### src/terminal_byte_line_parser_macros.svh
// Assertion macros for the terminal byte line parser.
// Each macro samples on clk_i and is disabled while rst_ni is low.
// Define NO_ASSERTIONS to compile every use to nothing.
`ifndef TERMINAL_BYTE_LINE_PARSER_MACROS_SVH
`define TERMINAL_BYTE_LINE_PARSER_MACROS_SVH

`ifndef NO_ASSERTIONS

`define TBLP_ASSERT(label, prop, msg) \
  label: assert property (@(posedge clk_i) disable iff (!rst_ni) (prop)) else $error(msg);

`define TBLP_ASSERT_NEXT(label, cond, prop, msg) \
  label: assert property (@(posedge clk_i) disable iff (!rst_ni) (cond) |=> (prop)) \
    else $error(msg);

`else

`define TBLP_ASSERT(label, prop, msg)

`define TBLP_ASSERT_NEXT(label, cond, prop, msg)

`endif

`endif

### src/tblp_pkg.sv
// Shared codes and types of the terminal byte line parser.
// No dependencies; imported by the parser top level.
package tblp_pkg;

  localparam logic [2:0] PS_IDLE       = 3'd0;
  localparam logic [2:0] PS_MOD_KEEP   = 3'd1;
  localparam logic [2:0] PS_MOD_DROP   = 3'd2;
  localparam logic [2:0] PS_KEY_KEEP   = 3'd3;
  localparam logic [2:0] PS_KEY_DROP   = 3'd4;
  localparam logic [2:0] PS_OPT_FIRST  = 3'd5;
  localparam logic [2:0] PS_OPT_SECOND = 3'd6;

  localparam logic [2:0] EV_NONE = 3'd0;
  localparam logic [2:0] EV_KEY  = 3'd1;
  localparam logic [2:0] EV_LINE = 3'd2;
  localparam logic [2:0] EV_LONG = 3'd3;
  localparam logic [2:0] EV_READ = 3'd4;

  localparam logic OP_BYTE = 1'b0;
  localparam logic OP_READ = 1'b1;

  localparam logic [7:0] CH_KEY_FRAME  = 8'd239;
  localparam logic [7:0] CH_DROP_FRAME = 8'd238;
  localparam logic [7:0] CH_IAC        = 8'd255;
  localparam logic [7:0] CH_DEL        = 8'd127;
  localparam logic [7:0] CH_BS         = 8'd8;
  localparam logic [7:0] CH_CR         = 8'd13;
  localparam logic [7:0] CH_LF         = 8'd10;
  localparam logic [7:0] CH_SPACE      = 8'd32;
  localparam logic [7:0] CH_TILDE      = 8'd126;

  localparam logic [7:0] EXIT_WORD [4] = '{8'h65, 8'h78, 8'h69, 8'h74};

  typedef struct packed {
    logic [2:0] event_res;
    logic [7:0] key_modifier;
    logic [7:0] key_code;
    logic [7:0] line_length;
    logic       line_is_exit;
    logic       rd_ok;
  } tblp_res_t;

endpackage

### src/tblp_ram.sv
// Generic single-write, single-read RAM with registered read data.
// No dependencies.
module tblp_ram #(
  parameter int unsigned WIDTH = 8,
  parameter int unsigned DEPTH = 256,
  localparam int unsigned AW = (DEPTH > 1) ? $clog2(DEPTH) : 1
) (
  input  logic             clk_i,
  input  logic             we_i,
  input  logic [AW-1:0]    waddr_i,
  input  logic [WIDTH-1:0] wdata_i,
  input  logic             re_i,
  input  logic [AW-1:0]    raddr_i,
  output logic [WIDTH-1:0] rdata_o
);

  logic [WIDTH-1:0] mem_q [DEPTH];
  logic [WIDTH-1:0] rdata_q;

  always_ff @(posedge clk_i) begin
    if (we_i) begin
      mem_q[waddr_i] <= wdata_i;
    end
    if (re_i) begin
      rdata_q <= mem_q[raddr_i];
    end
  end

  assign rdata_o = rdata_q;

endmodule

### src/terminal_byte_line_parser.sv
// Terminal byte line parser: per-slot key frame, option and line editing.
// A request passes stage register s1_q, then the result register; throughput 1 request per cycle
// unless out_stall_i holds a result. The RAM read (registered) lands beside s1_q; the stage
// ahead of the result register takes one more request while a result waits. Reset is asynchronous,
// active low, and clears parser state, line counts and valid flags; line store stays undefined.
// Depends on tblp_pkg, tblp_ram and terminal_byte_line_parser_macros.svh.
`include "terminal_byte_line_parser_macros.svh"

module terminal_byte_line_parser
  import tblp_pkg::*;
#(
  parameter int unsigned LINE_CAPACITY = 128,
  parameter int unsigned SLOT_COUNT    = 2
) (
  input  logic       clk_i,
  input  logic       rst_ni,
  input  logic       in_valid_i,
  output logic       in_stall_o,
  input  logic       op_i,
  input  logic       slot_i,
  input  logic [7:0] data_byte_i,
  input  logic [6:0] read_index_i,
  output logic       out_valid_o,
  input  logic       out_stall_i,
  output logic [2:0] event_res_o,
  output logic [7:0] key_modifier_o,
  output logic [7:0] key_code_o,
  output logic [7:0] line_length_o,
  output logic       line_is_exit_o,
  output logic [7:0] read_char_o
);

  localparam int unsigned DEPTH = SLOT_COUNT * LINE_CAPACITY;
  localparam int unsigned AW    = (DEPTH > 1) ? $clog2(DEPTH) : 1;
  localparam int unsigned CW    = $clog2(LINE_CAPACITY + 1);
  localparam int unsigned SIW   = (SLOT_COUNT > 1) ? $clog2(SLOT_COUNT) : 1;

  logic [2:0]    ps_q    [SLOT_COUNT];
  logic [2:0]    ps_d    [SLOT_COUNT];
  logic [7:0]    hm_q    [SLOT_COUNT];
  logic [7:0]    hm_d    [SLOT_COUNT];
  logic [CW-1:0] cnt_q   [SLOT_COUNT];
  logic [CW-1:0] cnt_d   [SLOT_COUNT];
  logic [3:0]    flags_q [SLOT_COUNT];
  logic [3:0]    flags_d [SLOT_COUNT];

  logic          in_acc;
  logic          s1_adv;
  logic          s1_valid_q, s1_valid_d;
  logic          out_valid_q, out_valid_d;
  tblp_res_t     res_d, s1_q;

  logic          slot_ok;
  logic [SIW-1:0] sidx;
  logic [2:0]    ps;
  logic [CW-1:0] cnt;
  logic          ram_we, ram_re;
  logic [AW-1:0] ram_waddr, ram_raddr;
  logic [7:0]    ram_rdata;

  assign in_stall_o = s1_valid_q && out_valid_q && out_stall_i;
  assign in_acc     = in_valid_i && !in_stall_o;
  assign s1_adv     = !out_valid_q || !out_stall_i;

  assign slot_ok = 32'(slot_i) < SLOT_COUNT;
  assign sidx    = SIW'(slot_i);
  assign ps      = ps_q[sidx];
  assign cnt     = cnt_q[sidx];

  always_comb begin
    ps_d      = ps_q;
    hm_d      = hm_q;
    cnt_d     = cnt_q;
    flags_d   = flags_q;
    res_d     = '0;
    ram_we    = 1'b0;
    ram_re    = 1'b0;
    ram_waddr = AW'(32'(sidx) * LINE_CAPACITY + 32'(cnt));
    ram_raddr = AW'(32'(sidx) * LINE_CAPACITY + 32'(read_index_i));
    if (in_acc && slot_ok) begin
      if (op_i == OP_READ) begin
        res_d.event_res = EV_READ;
        res_d.rd_ok     = 32'(read_index_i) < LINE_CAPACITY;
        ram_re          = res_d.rd_ok;
      end else begin
        unique case (ps) inside
          PS_MOD_KEEP, PS_MOD_DROP: begin
            hm_d[sidx] = data_byte_i;
            ps_d[sidx] = (ps == PS_MOD_KEEP) ? PS_KEY_KEEP : PS_KEY_DROP;
          end
          PS_KEY_KEEP: begin
            res_d.event_res    = EV_KEY;
            res_d.key_modifier = hm_q[sidx];
            res_d.key_code     = data_byte_i;
            ps_d[sidx]         = PS_IDLE;
          end
          PS_KEY_DROP: begin
            ps_d[sidx] = PS_IDLE;
          end
          default: begin
            if (data_byte_i == CH_KEY_FRAME) begin
              ps_d[sidx] = PS_MOD_KEEP;
            end else if (data_byte_i == CH_DROP_FRAME) begin
              ps_d[sidx] = PS_MOD_DROP;
            end else if (ps == PS_OPT_FIRST) begin
              ps_d[sidx] = PS_OPT_SECOND;
            end else if (ps == PS_OPT_SECOND) begin
              ps_d[sidx] = PS_IDLE;
            end else begin
              ps_d[sidx] = PS_IDLE;
              if (data_byte_i == CH_IAC) begin
                ps_d[sidx] = PS_OPT_FIRST;
              end else if (data_byte_i == CH_LF) begin
                ps_d[sidx] = PS_IDLE;
              end else if (data_byte_i == CH_CR) begin
                res_d.event_res    = EV_LINE;
                res_d.line_length  = 8'(cnt);
                res_d.line_is_exit = (cnt == CW'(4)) && (&flags_q[sidx]);
                cnt_d[sidx]        = '0;
              end else if (data_byte_i == CH_BS || data_byte_i == CH_DEL) begin
                if (cnt != '0) begin
                  cnt_d[sidx] = cnt - CW'(1);
                end
              end else if (data_byte_i >= CH_SPACE && data_byte_i <= CH_TILDE) begin
                if (cnt < CW'(LINE_CAPACITY)) begin
                  ram_we      = 1'b1;
                  cnt_d[sidx] = cnt + CW'(1);
                  if (cnt < CW'(4)) begin
                    flags_d[sidx][cnt[1:0]] = (data_byte_i == EXIT_WORD[cnt[1:0]]);
                  end
                end else begin
                  cnt_d[sidx]     = '0;
                  res_d.event_res = EV_LONG;
                end
              end
            end
          end
        endcase
      end
    end
  end

  tblp_ram #(
    .WIDTH (8),
    .DEPTH (DEPTH)
  ) u_line_store (
    .clk_i   (clk_i),
    .we_i    (ram_we),
    .waddr_i (ram_waddr),
    .wdata_i (data_byte_i),
    .re_i    (ram_re),
    .raddr_i (ram_raddr),
    .rdata_o (ram_rdata)
  );

  always_comb begin
    s1_valid_d  = s1_valid_q;
    out_valid_d = out_valid_q;
    if (s1_adv) begin
      out_valid_d = s1_valid_q;
      s1_valid_d  = 1'b0;
    end
    if (in_acc) begin
      s1_valid_d = 1'b1;
    end
  end

  always_ff @(posedge clk_i or negedge rst_ni) begin
    if (!rst_ni) begin
      s1_valid_q  <= 1'b0;
      out_valid_q <= 1'b0;
      for (int i = 0; i < SLOT_COUNT; i++) begin
        ps_q[i]    <= PS_IDLE;
        hm_q[i]    <= '0;
        cnt_q[i]   <= '0;
        flags_q[i] <= '0;
      end
    end else begin
      s1_valid_q  <= s1_valid_d;
      out_valid_q <= out_valid_d;
      ps_q        <= ps_d;
      hm_q        <= hm_d;
      cnt_q       <= cnt_d;
      flags_q     <= flags_d;
    end
  end

  always_ff @(posedge clk_i) begin
    if (in_acc) begin
      s1_q <= res_d;
    end
    if (s1_adv && s1_valid_q) begin
      event_res_o    <= s1_q.event_res;
      key_modifier_o <= s1_q.key_modifier;
      key_code_o     <= s1_q.key_code;
      line_length_o  <= s1_q.line_length;
      line_is_exit_o <= s1_q.line_is_exit;
      read_char_o    <= s1_q.rd_ok ? ram_rdata : 8'd0;
    end
  end

  assign out_valid_o = out_valid_q;

  `TBLP_ASSERT(a_stall_needs_s1, in_stall_o |-> s1_valid_q, "input stall without held request")
  `TBLP_ASSERT(a_ram_one_port, !(ram_we && ram_re), "line store written and read by one request")
  `TBLP_ASSERT(a_count_bound, cnt_q[0] <= CW'(LINE_CAPACITY), "line count beyond capacity")
  `TBLP_ASSERT_NEXT(a_read_tracked, in_acc && op_i == OP_READ && slot_ok,
    s1_valid_q && s1_q.event_res == EV_READ, "read request lost before result stage")

endmodule
### config.mk
export PLATFORM = sky130hd
export DESIGN_NAME = terminal_byte_line_parser
export DESIGN_NICKNAME = d
export VERILOG_FILES = /design/src/tblp_pkg.sv /design/src/tblp_ram.sv /design/src/terminal_byte_line_parser.sv
export VERILOG_INCLUDE_DIRS = /design/src /design/src/src
export SDC_FILE = /design/constraint.sdc
export NUM_CORES = 2
export LEC_CHECK = 0
export BUFFER_PORTS_ARGS = -buffer_cell sky130_fd_sc_hd__buf_2
export CORE_MARGIN = 2
export CORE_UTILIZATION = 45
export CTS_CLUSTER_SIZE = 10
export DETAILED_ROUTE_END_ITERATION = 8
export PLACE_DENSITY = 0.57
export SLEW_MARGIN = 10
export SYNTH_ARGS = -nofsm -noshare
export SYNTH_HDL_FRONTEND = slang
export SYNTH_SLANG_ARGS = --single-unit
### constraint.sdc
create_clock -name clk_i -period 7.7 [get_ports clk_i]
set_input_delay 0.385 -clock clk_i [delete_from_list [all_inputs] [get_ports clk_i]]
set_output_delay 0.385 -clock clk_i [all_outputs]
set_load 0.02 [all_outputs]
Yosys cells after proc, flatten, opt, wreduce, memory -nomap -nowiden
Memories as Yosys holds them, arrays and structs flattened. A register that Yosys moved wholly into a read port is not among the register bits.
Index checks and enable logic that the tools add are counted.
{"block": "classes", "muxes": 71, "reduce_logical": 27, "order_cmp": 9, "bitwise_logic": 30, "n_eq_ne": 16, "addsub": 4}
{"op": "16-bit 2-to-1 mux", "count": 5}
{"op": "8-bit 2-to-1 mux", "count": 9}
{"op": "16-bit bitwise mux", "count": 3}
{"op": "6-bit 2-to-1 mux", "count": 6}
{"op": "8-bit by 4-bit equality test with 1-bit output (second input constant)", "count": 3}
{"op": "8-bit equality test (second input constant)", "count": 3}
{"op": "3-bit 2-to-1 mux", "count": 7}
{"op": "1-bit 2-to-1 mux", "count": 20}
{"op": "16-bit AND", "count": 1}
{"op": "8-bit binary-select mux with 2-bit select", "count": 1}
{"op": "2-bit 2-to-1 mux", "count": 8}
{"op": "4-bit 2-to-1 mux", "count": 4}
{"op": "16-bit NOT", "count": 1}
{"op": "14-bit AND reduction", "count": 1}
{"op": "6-bit AND", "count": 2}
{"op": "6-bit case mux with 2 select lines", "count": 1}
{"op": "12-bit OR reduction", "count": 1}
{"op": "1-bit NOT", "count": 11}
{"op": "11-bit AND reduction", "count": 1}
{"op": "3-bit equality test (second input constant)", "count": 3}
{"op": "8-bit by 1-bit adder with 8-bit output (second input constant)", "count": 1}
{"op": "8-bit by 7-bit adder with 8-bit output", "count": 1}
{"op": "8-bit adder", "count": 1}
{"op": "4-bit AND", "count": 2}
{"op": "43 further kinds", "count": 61}
{"block": "word_totals", "n_memories": 1, "in_bits": 21, "word_cells": 180, "reg_bits": 113, "out_inout_bits": 38, "ramBits": 2048}
{"name": "u_line_store.mem_q", "words": 256, "word_bits": 8, "rd": 1, "rd_ports_with_merged_regs": 1, "wr": 1, "line_no": "tblp_ram.sv:17", "rtl": "logic [WIDTH-1:0] mem_q [DEPTH];"}

Longest topological paths before layout
{"block": "depth", "word_depth": 20, "depth_mapped": 12, "ltp_nobuf": 7}

Cells and area by module
A second synthesis with hierarchy kept.
{"block": "unflattened", "hier_cells": 4203, "hier_area_um2": 85236.7}
{"module": "tblp_ram", "area_per_inst_um2": 79636.4, "seq_area_each_um2": 61739.2, "cells_per_inst": 3733, "instances": 1}
{"module": "terminal_byte_line_parser", "area_per_inst_um2": 5600.4, "seq_area_each_um2": 3153.0, "cells_per_inst": 470, "instances": 1}

Worst setup path before layout
No wires, ideal clock.
{"block": "synth_timing", "path_type": "reg-to-reg", "from": "reg out_valid_q (netlist: out_valid_o)", "to": "reg event_res_o[0] (enable)", "path_stages_with_launch": 2, "t_arrival_ns": 3.125, "slack_ns": 4.091, "required_ns": 7.216, "setup_time_ns": 0.484, "path_buffers": 0, "period_less_slack_ns": 3.609, "cell_sequence": "dfrtp_1 -> a21boi_0"}
{"block": "synth_between", "elab_chain_len": 3}
{"element": "start, declared", "line_no": "terminal_byte_line_parser.sv:50", "rtl": "logic out_valid_q, out_valid_d;"}
{"element": "start signal, assigned", "line_no": "terminal_byte_line_parser.sv:180", "rtl": "out_valid_q <= out_valid_d;"}
{"element": "1-bit logical NOT", "line_no": "terminal_byte_line_parser.sv:63", "rtl": "assign s1_adv = !out_valid_q || !out_stall_i;"}
{"element": "1-bit logical OR", "line_no": "terminal_byte_line_parser.sv:63"}
{"element": "1-bit logical AND", "line_no": "terminal_byte_line_parser.sv:192", "rtl": "if (s1_adv && s1_valid_q) begin"}
{"element": "end signal, assigned", "line_no": "terminal_byte_line_parser.sv:193", "rtl": "event_res_o <= s1_q.event_res;"}
{"element": "end, declared", "line_no": "terminal_byte_line_parser.sv:25", "rtl": "output logic [2:0] event_res_o,"}
Every way passes these cells.
A chain may end at the register's enable or synchronous reset.

Final worst setup path
{"block": "layout_timing", "from": "reg ps_q[1] in the netlist's numbering", "to": "mem u_line_store.mem_q[92][4] (enable)"}
{"block": "layout_between", "elab_chain_len": 13, "word_cells_on_any_way": 19, "classes_between": "6 x eq/ne; 12 x mux; 1 x reduce/logical"}
{"element": "start, declared", "line_no": "terminal_byte_line_parser.sv:38", "rtl": "logic [2:0] ps_q [SLOT_COUNT];"}
{"element": "start signal, assigned", "line_no": "terminal_byte_line_parser.sv:181", "rtl": "ps_q <= ps_d;"}
{"element": "3-bit 2-to-1 mux (implied by the code) (*) (3 in series)", "line_no": "terminal_byte_line_parser.sv:67", "rtl": "assign ps = ps_q[sidx];"}
{"element": "3-bit equality test", "line_no": "terminal_byte_line_parser.sv:107", "rtl": "end else if (ps == PS_OPT_SECOND) begin"}
{"element": "1-bit 2-to-1 mux", "line_no": "terminal_byte_line_parser.sv:107"}
{"element": "1-bit 2-to-1 mux", "line_no": "terminal_byte_line_parser.sv:105", "rtl": "end else if (ps == PS_OPT_FIRST) begin"}
{"element": "1-bit 2-to-1 mux", "line_no": "terminal_byte_line_parser.sv:103", "rtl": "end else if (data_byte_i == CH_DROP_FRAME) begin"}
{"element": "1-bit 2-to-1 mux", "line_no": "terminal_byte_line_parser.sv:101", "rtl": "if (data_byte_i == CH_KEY_FRAME) begin"}
{"element": "1-bit 2-to-1 mux (*)", "line_no": "terminal_byte_line_parser.sv:86", "rtl": "unique case (ps) inside"}
{"element": "1-bit 2-to-1 mux (*)", "line_no": "terminal_byte_line_parser.sv:81", "rtl": "if (op_i == OP_READ) begin"}
{"element": "1-bit 2-to-1 mux (*)", "line_no": "terminal_byte_line_parser.sv:80", "rtl": "if (in_acc && slot_ok) begin"}
{"element": "1-bit 2-to-1 mux (*)", "line_no": "tblp_ram.sv:21", "rtl": "if (we_i) begin"}
{"element": "1-bit 2-to-1 mux (implied by the code) (*)", "line_no": "tblp_ram.sv:22", "rtl": "mem_q[waddr_i] <= wdata_i;"}
{"element": "end, declared", "line_no": "tblp_ram.sv:17"}
Mark *: on every way between the ends. The rest lies on a longest branch, timed or not. The select of a mux whose other input is x is not followed.

==> results_dict.tcl <==
set metrics [dict create \
    status "finished clean" \
    dpl.hpwl_mm 130.9 \
    dieArea_um2 191000 \
    fin_skew_ns 0.04134 \
    cts_buffers 237 \
    fmax_ghz 0.2280 \
    cp_num_buf_inv 0 \
    grt_start_max_net_pins 157 \
    fp-row-count 158 \
    worstMarginPinSlew_ns 1.116 \
    critPathMaxStageDelay_ns 0.83 \
    combinationalPowerShare 0.065 \
    p_clk_frac 0.401 \
    cellPowerDensity_nw_per_um2 260.8 \
    power.leakage_uw 0.02937 \
    finalSetupTns_ns 0 \
    final_max_slew_viol_count 0 \
    worstPathRequired_ns 8.17 \
    cts.clk_slew.worst_paths_ns 0.06 \
    final_common_cell "edfxtp_1" \
    vias 42108 \
    netSwitchingFraction 0.2197 \
    synth_edf_count 2121 \
    die_w_um 437.1 \
    io_buffers 58 \
    root_buffer "clkbuf_16" \
    ioPinCount 59 \
    cts_sinks 2169 \
    route.detailed.drc 0 \
    synth_nets 4231 \
    worst_slack_ns 3.313 \
    p_sw_uw 5407 \
    antenna_left 0 \
    layout_min_cycle_time_ns 4.387 \
    final_cell_mix "2121 x edfxtp_1, 447 x mux4_2, 340 x nor2_1" \
    grt_first_pass_wirelength_mm 313.3 \
    maxCapViolCount 0 \
    nets 4381 \
    wl_mm 218.8 \
    ir_drop_mv 0.2109 \
    drt_iter0_drc 4811 \
    arrival_ns 4.86 \
    clkLatencyLatePin_ns 0.87 \
    worst-path-max-fanout 16 \
    grtUsageTotal 0.2284 \
    synthFlopType "edfxtp_1" \
    overflow 0 \
    period_share 0.5697 \
    intPower_uw 19200 \
    firstDrtPassIters 6 \
    synth-warning-count 0 \
    hold_viol 0 \
    h-tree-depth 4 \
    yosysSeqAreaShare 0.7689 \
    synth.avg_cell_area_um2 20.07 \
    cts_setup_buffers 0 \
    cp-end-kind "flip-flop" \
    area_delta_synth_final_pct 11.82 \
    syn_area_um2 84390 \
    setup_violations 0 \
    rsz0062_at_grt "false" \
    timing.hold.ws_ns 0.03342 \
    critPathTopFamily "simple AND/OR/NAND/NOR gates" \
    drive_gt1_frac 0.2079 \
    dpl_worst_slack_ns 2.649 \
    core_um2 185800 \
    critical_path.startpoint_type "flip-flop" \
    cp_slowest_cell "nor2_1" \
    vias_per_cell 6.081 \
    clockBufferDepth 3 \
    synthCells 4205 \
    synth-seq-cells 2169 \
    start_util 0.4542 \
    gp_congestion 0.8453 \
    grt_pass1_vias 41922 \
    synth_cell_type_count 69 \
    crit_chain "mux2i_1, nand3_1, a2111o_1, nor4b_2, nand2_1, nor2_1" \
    cts_tree "yes" \
    pwr-share-seq 0.534 \
    worstSetupPathType "reg2reg" \
    dieHeight_um 437.1 \
    wl_per_cell_um 31.60 \
    max-slew-margin-rel 0.2490 \
    hp-class "in2reg" \
    antenna_found_initial 19 \
    synthArstFlopShare 0.02213 \
]
power by group through the flow:
stage / clock, uW / sequential (uW) / combinational [uW]
global placement: 0 / 13400 / 1590
detailed placement: 0 / 13400 / 1600
finish: 9880 / 13100 / 1590
CTS: 10000 / 13100 / 1600
floorplan: 0 / 13400 / 833
global route: 10500 / 13100 / 1690
worst reg2reg max path: stages (launching register included):
cell      delay (ns)
dfrtp_1         0.44
mux2i_1         0.68
nand3_1         0.21
a2111o_1        0.59
nor4b_2         0.56
nand2_1         0.71
nor2_1          0.84
state kept, by name, summed over array words and instances, names as in the netlist, named ones only:
| signal | count |
|---|---|
| u_line_store.mem_q | 2048 |
| s1_q | 29 |
| cnt_q | 16 |
| hm_q | 16 |
| flags_q | 8 |
| key_code_o | 8 |
| key_modifier_o | 8 |
| line_length_o | 8 |
| read_char_o | 8 |
| u_line_store.rdata_o | 8 |
| event_res_o | 3 |
| ps_q | 2 |
| line_is_exit_o | 1 |
| out_valid_o | 1 |
| s1_valid_q | 1 |
layer usage:
| metal | track usage | wire length, um | part of all wire | vias to the layer above |
|---|---|---|---|---|
| li1 | - | - | - | 17609 |
| met1 | 0.3412 | 95760 | 0.44 | 22193 |
| met2 | 0.3441 | 99790 | 0.46 | 1987 |
| met3 | 0.04573 | 17860 | 0.082 | 313 |
| met4 | 0.06246 | 5335 | 0.024 | 6 |
| met5 | 0 | 38 | 0.00017 | - |
metrics by stage:
stage | power (uW) | instances | util | area, um^2
after CTS | 24780 | 6915 | 0.5077 | 94340
after floorplan | 14210 | 4205 | - | 84390
after global routing | 25330 | 6916 | 0.5077 | 94350
after detailed placement | 14980 | 6586 | 0.4722 | 87760
after global placement | 14970 | 6586 | 0.4722 | 87760
final | 24610 | 6924 | 0.5078 | 94370
synth_stat cells (6+ instances only):
| library cell | number | share of area |
|---|---|---|
| a211oi_1 | 32 | 0.0028 |
| a21oi_1 | 90 | 0.0053 |
| a221oi_1 | 31 | 0.0032 |
| a22o_1 | 25 | 0.0026 |
| a22oi_1 | 120 | 0.011 |
| a31oi_1 | 14 | 0.0010 |
| and2_1 | 25 | 0.0019 |
| buf_1 | 36 | 0.0016 |
| buf_2 | 63 | 0.0037 |
| clkbuf_1 | 137 | 0.0061 |
| dfrtp_1 | 48 | 0.014 |
| edfxtp_1 | 2121 | 0.75 |
| inv_1 | 9 | 0.00040 |
| mux2_2 | 34 | 0.0045 |
| mux2i_1 | 156 | 0.019 |
| mux4_2 | 447 | 0.12 |
| nand2_1 | 115 | 0.0051 |
| nand2_2 | 8 | 0.00059 |
| nand2b_1 | 15 | 0.0011 |
| nand3_1 | 31 | 0.0018 |
| nor2_1 | 343 | 0.015 |
| nor2b_1 | 17 | 0.0013 |
| nor3_1 | 26 | 0.0015 |
| nor4_1 | 14 | 0.0010 |
| o211ai_1 | 15 | 0.0013 |
| o21ai_0 | 60 | 0.0036 |
| o221ai_1 | 27 | 0.0028 |
| o22ai_1 | 36 | 0.0027 |
| o2bb2ai_1 | 6 | 0.00062 |
| or3_1 | 13 | 0.00096 |
| xor2_1 | 7 | 0.00073 |
path summary, 6_finish.rpt:
| kind | startpoint | end | slack, ns | depth (start not counted) |
|---|---|---|---|---|
| max | ps_q[1] | u_line_store.mem_q[92][4] | 3.31 | 6 |
| min | data_byte_i[1] | u_line_store.mem_q[169][1] | 0.03 | 1 |
| max reg2reg | ps_q[1] | u_line_store.mem_q[92][4] | 3.31 | 6 |
| min reg2reg | s1_q[15] | key_code_o[5] | 0.42 | 0 |
| max in group asynchronous | rst_ni | cnt_q[6] | 7.01 | 3 |
| min in group asynchronous | rst_ni | hm_q[10] | 0.19 | 3 |
cells by family after synthesis:
group,Yosys count,synth area share
and+or+nand+nor,641,0.03407
muxes,639,0.1426
DFF,2169,0.7689
xor gates and xnor gates,10,0.001038
adders and majority gates,5,0.0007413
AOI/OAI and AO/OA,491,0.04030
buffers and inverters,250,0.01232
final cells by class:
class                      instances  area, um^2
clock buffer                     303        6305
multi-input combinational       1786       18570
inverter                           9       33.78
antenna                            9       22.52
fill                           14670       91460
sequential                      2169       64890
tap                             2480        3103
timing repair buffer             152        1264
clock inverter                    16       180.2
timing repair:
item	in CTS	in global routing
hold buffers	10	0
hold endpoints to repair	158	0
resized for setup	0	0
No activity file was read; power rests on OpenSTA's default activity.
